## src/hdl/line_rasterizer_defines.svh

```systemverilog
// ----------------------------------------------------------------------------
// Line rasterizer assertion macros
// Simulation builds get concurrent checks; SYNTH builds get empty bodies.
// ----------------------------------------------------------------------------
`ifndef LINE_RASTERIZER_DEFINES_SVH
`define LINE_RASTERIZER_DEFINES_SVH

`ifndef SYNTH
// Same-cycle implication, sampled on clk, off during reset.
`define LR_ASSERT_IMPL(label, ante, cons, msg) \
    label: assert property (@(posedge clk) disable iff (!rst_n) (ante) |-> (cons)) \
        else $error(msg);
// Next-cycle implication, sampled on clk, off during reset.
`define LR_ASSERT_NEXT(label, ante, cons, msg) \
    label: assert property (@(posedge clk) disable iff (!rst_n) (ante) |=> (cons)) \
        else $error(msg);
`else
`define LR_ASSERT_IMPL(label, ante, cons, msg)
`define LR_ASSERT_NEXT(label, ante, cons, msg)
`endif

`endif

```

## src/hdl/lr_pkg.sv

```systemverilog
`timescale 1ns / 1ps
// ----------------------------------------------------------------------------
// Line rasterizer package
// Field widths, register codes and the framebuffer index function.
// ----------------------------------------------------------------------------
package lr_pkg;

    localparam int unsigned FRAME_WIDTH = 1024;

    localparam int unsigned COORD_W     = 10;
    localparam int unsigned COLOR_W     = 8;
    localparam int unsigned INDEX_W     = 22;
    localparam int unsigned CFG_INDEX_W = 3;
    localparam int unsigned CFG_DATA_W  = 10;
    localparam int unsigned COMPONENTS  = 3;

    localparam int unsigned PROD_W = 2 * COORD_W;
    localparam int unsigned CNT_W  = $clog2(COORD_W + 1);

    // x + FRAME_WIDTH*y, then times the component count
    localparam int unsigned LINEAR_W   = $clog2(FRAME_WIDTH) + COORD_W + 1;
    localparam int unsigned IDX_FULL_W = LINEAR_W + $clog2(COMPONENTS) + 1;

    typedef enum logic [CFG_INDEX_W-1:0] {
        REG_X_START,
        REG_Y_START,
        REG_X_END,
        REG_Y_END,
        REG_RED,
        REG_GREEN,
        REG_BLUE
    } cfg_reg_t;

    function automatic logic [INDEX_W-1:0] pixel_index(
        input logic [COORD_W-1:0] x,
        input logic [COORD_W-1:0] y
    );
        logic [LINEAR_W-1:0]   linear;
        logic [IDX_FULL_W-1:0] full;
        linear = LINEAR_W'(x) + LINEAR_W'(FRAME_WIDTH) * LINEAR_W'(y);
        full   = IDX_FULL_W'(linear) * IDX_FULL_W'(COMPONENTS);
        return INDEX_W'(full);
    endfunction

endpackage

```

## src/hdl/lr_divider.sv

```systemverilog
`timescale 1ns / 1ps
// ----------------------------------------------------------------------------
// Line rasterizer divider
// Restoring divider, one quotient bit per cycle, for quotients below 2**COORD_W.
// ----------------------------------------------------------------------------
module lr_divider import lr_pkg::*;
(
    input  logic               clk,
    input  logic               rst_n,
    input  logic               start,
    input  logic [PROD_W-1:0]  dividend,
    input  logic [COORD_W-1:0] divisor,
    output logic               done,
    output logic [COORD_W-1:0] quotient
);

    logic [COORD_W-1:0] rem_reg;
    logic [COORD_W-1:0] low_reg;
    logic [COORD_W-1:0] quo_reg;
    logic [COORD_W-1:0] dvs_reg;
    logic [CNT_W-1:0]   cnt_reg;
    logic               busy_reg;
    logic               done_reg;

    logic [COORD_W:0]   trial;
    logic               fits;

    // shift the next dividend bit into the partial remainder
    assign trial = {rem_reg, low_reg[COORD_W-1]};
    assign fits  = (trial >= {1'b0, dvs_reg});

    always_ff @(posedge clk or negedge rst_n)
    begin
        if (!rst_n)
        begin
            busy_reg <= 1'b0;
            done_reg <= 1'b0;
            cnt_reg  <= '0;
        end
        else
        begin
            // flag the cycle after the last quotient bit
            done_reg <= !start && busy_reg && (cnt_reg == CNT_W'(1));
            if (start)
            begin
                busy_reg <= 1'b1;
                cnt_reg  <= CNT_W'(COORD_W);
            end
            else if (busy_reg)
            begin
                cnt_reg <= cnt_reg - 1'b1;
                if (cnt_reg == CNT_W'(1))
                begin
                    busy_reg <= 1'b0;
                end
            end
        end
    end

    always_ff @(posedge clk)
    begin
        if (start)
        begin
            // upper half is below the divisor, so COORD_W steps suffice
            rem_reg <= dividend[PROD_W-1:COORD_W];
            low_reg <= dividend[COORD_W-1:0];
            dvs_reg <= divisor;
            quo_reg <= '0;
        end
        else if (busy_reg)
        begin
            rem_reg <= fits ? COORD_W'(trial - {1'b0, dvs_reg}) : trial[COORD_W-1:0];
            low_reg <= {low_reg[COORD_W-2:0], 1'b0};
            quo_reg <= {quo_reg[COORD_W-2:0], fits};
        end
    end

    assign done     = done_reg;
    assign quotient = quo_reg;

endmodule

```

## config.mk

```make
export PLATFORM = sky130hd
export DESIGN_NAME = lr_divider
export DESIGN_NICKNAME = d
export VERILOG_FILES = /design/src/hdl/line_rasterizer_defines.svh /design/src/hdl/lr_pkg.sv /design/src/hdl/lr_divider.sv
export SDC_FILE = /design/constraint.sdc
export NUM_CORES = 1
export LEC_CHECK = 0
export BUFFER_PORTS_ARGS = -buffer_cell sky130_fd_sc_hd__buf_4
export CAP_MARGIN = 20
export CORE_MARGIN = 3
export CORE_UTILIZATION = 30
export DETAILED_ROUTE_END_ITERATION = 10
export SLEW_MARGIN = 20
export SYNTH_ARGS = -nofsm -noshare
export SYNTH_HDL_FRONTEND = slang
export SYNTH_SLANG_ARGS = --single-unit
```

## constraint.sdc

```tcl
create_clock -name clk -period 3.3 [get_ports clk]
set_input_delay 0.66 -clock clk [delete_from_list [all_inputs] [get_ports clk]]
set_output_delay 0.66 -clock clk [all_outputs]
set_load 0.1 [all_outputs]
```

==> flow_summary.ini <==
[run_status]
status = finished, final reports clean

[logic_synthesis]
syn_inst = 204
synth-seq-cells = 46
synth_area_mm2 = 0.00235
synth.net_count = 250
synth_top_area_cell = edfxtp_1
avgSynthCellArea_um2 = 11.5
synth_seq_area_share_pct = 53.3
synth_top_area_share_pct = 38.4
ys_top_cells_by_area = edfxtp_1, dfxtp_1, dfrtp_1
synth_cell_type_count = 39
yosys_warnings = 0

[hold_path]
hold_path.class = in -> async

[global_routing]
top_usage_layer = met2
gr-usage-met3_pct = 3.19
grt_use_met1_pct = 13.8
use_met2_pct = 18.1
grt_max_degree = 63
antenna_found_initial = 0
grt_pass1_vias = 1723
overflow = 0
grt_first_pass_wirelength_um = 7830
globalRouteTotalUtil_pct = 11.1

[sta]
finalMaxSlewViolations = 0
fin_crit_ns = 2.46
rsz0062_at_grt = false
clock_skew_ns = 0.00905
hold_slack_ns = 0.152
hold_viol_final = 0
setup_viol = 0
post-route-period-util_pct = 74.5
fmaxAchievable_mhz = 407
relSlewSlack_pct = 57.5
tightest_slew_ns = 0.637
setup_tns_ns = 0

[clock_tree]
hold_buffers = 0
ctsResizeCount = 0
cts_made_buffers = 5
root_buffer = clkbuf_8
path_clk_slew_ns = 0.08
htreeDepth = 2
clock_sinks = 46
clk_path_buf_depth = 2
post-cts-setup-buffers = 0
insertion_delay_ns = 0.30
cts_tree = built

[layout]
diodes = 0
final_common_cell = buf_4
drive_gt1_share_pct = 26.3
most-common-layout-cells = buf_4, edfxtp_1, nor2_1
syn2layout_area_growth_pct = 21.3
num-nets-final = 292

[critical_path]
worst-setup-path-type = reg -> reg
cp-startpoint = rem_reg[5]
cp.required_ns = 3.32
crit-reg2reg-launch = rem_reg[5]
worst-path-max-fanout = 11
start_kind = flip-flop
critical_path_arrival_ns = 2.48
critPathCaptureType = flip-flop
worst-r2r-cell-count = 7

[route]
first_pass_iters = 4
ant_nets = 0
vias_per_cell = 4.72
finalWirelength_um = 4490
drc = 0
wl_per_cell_um = 13.0
via_count = 1633
drt_iter0_markers = 105

[power_and_ir_drop]
finalPower_uw = 1970
leakagePower_uw = 0.00126
irDropWorstVdd_v = 0.000244
p_per_area_mw_per_mm2 = 691

[floorplan]
io_pins = 44
die_y_um = 94.5
die-area_mm2 = 0.00893
coreArea_mm2 = 0.00741
die_x_um = 94.5
start_util_pct = 31.7
std_cell_rows = 31

[placement]
routabilityCongestion = 0.873
io_buffer_count = 43
place_hpwl_um = 3070

[run]
cap_violations = 0
[synthesized netlist by cell type]
master	number
a211oi_1	3
dfxtp_1	10
o211ai_1	2
o21ai_0	6
o21ai_2	1
nor4b_1	1
nor3b_1	1
nand2b_1	5
o41ai_1	1
nor2b_1	3
a41o_1	1
mux2i_1	11
and2_1	1
nand4_1	2
dfrtp_1	6
buf_4	1
or2_2	1
xnor2_1	3
mux2_2	11
o311ai_0	3
nor3_1	5
a21oi_1	8
a22oi_1	2
a211o_1	2
buf_6	1
o31ai_1	2
edfxtp_1	30
nand2_1	10
inv_1	14
a221o_1	1
buf_1	1
a31oi_1	2
fa_1	1
nand3b_1	4
ha_1	12
nor2_1	20
xor2_1	6
clkbuf_1	7
a21o_1	3
[stage by stage]
stage | area, µm² | cells | utilization [%] | setup WS (ns)
2_1_floorplan | 2350 | 204 | - | 1.12
3_3_place_gp | 2760 | 338 | 37.3 | 0.927
3_5_place_dp | 2760 | 338 | 37.3 | 0.855
4_1_cts | 2850 | 346 | 38.4 | 0.843
5_1_grt | 2850 | 346 | 38.4 | 0.633
6_report | 2850 | 346 | 38.4 | 0.840
[layout make-up]
class                   instances  area (µm²)
fillers                       742        4560
inverters                      14        52.6
clock buffers                   6        72.6
flip-flops and latches         46        1250
multi-input cells             134         996
well taps                      99         124
repair buffers                 45         338
clock inverters                 2        13.8
[power by group]
part	total [µW]	internal (µW)	switching [µW]
registers	802	743	59.0
clock network	342	150	192
logic	825	338	487
[worst paths after layout]
kind                                     to  slack (ns)
worst max register to register   rem_reg[5]        0.84
worst min register to register  quotient[9]        0.50
worst max-delay path             rem_reg[5]        0.84
worst min-delay path                   done        0.15
max in group asynchronous        cnt_reg[1]        3.04
min in group clk                quotient[9]        0.50
[metal layers]
metal / wire, µm / part of all wire, % / vias up
met5: 0 / 0 / -
met4: 66 / 1.5 / 0
met3: 259 / 5.8 / 7
met2: 2140 / 48 / 43
met1: 2020 / 45 / 767
li1: - / - / 816
[worst max-delay path: stages (launching register included)]
cell      delay [ns]
edfxtp_1        0.39
ha_1            0.40
a21o_1          0.25
a211o_1         0.28
o21ai_2         0.13
a41o_1          0.36
buf_4           0.24
o311ai_0        0.13
[cell families (layout without fill, tap and decap cells)]
family                     after synthesis  count (layout)  share of synthesized area (%)
AOI/OAI and AO/OA                       37              37                           10.8
muxes                                   22              22                           9.96
adders and majority gates               13              13                           7.25
and+or+nand+nor                         53              53                           11.0
buffers and inverters                   24              67                           4.32
xor gates and xnor gates                 9               9                           3.36
DFF                                     46              46                           53.3
(Power assumes the default switching activity.)
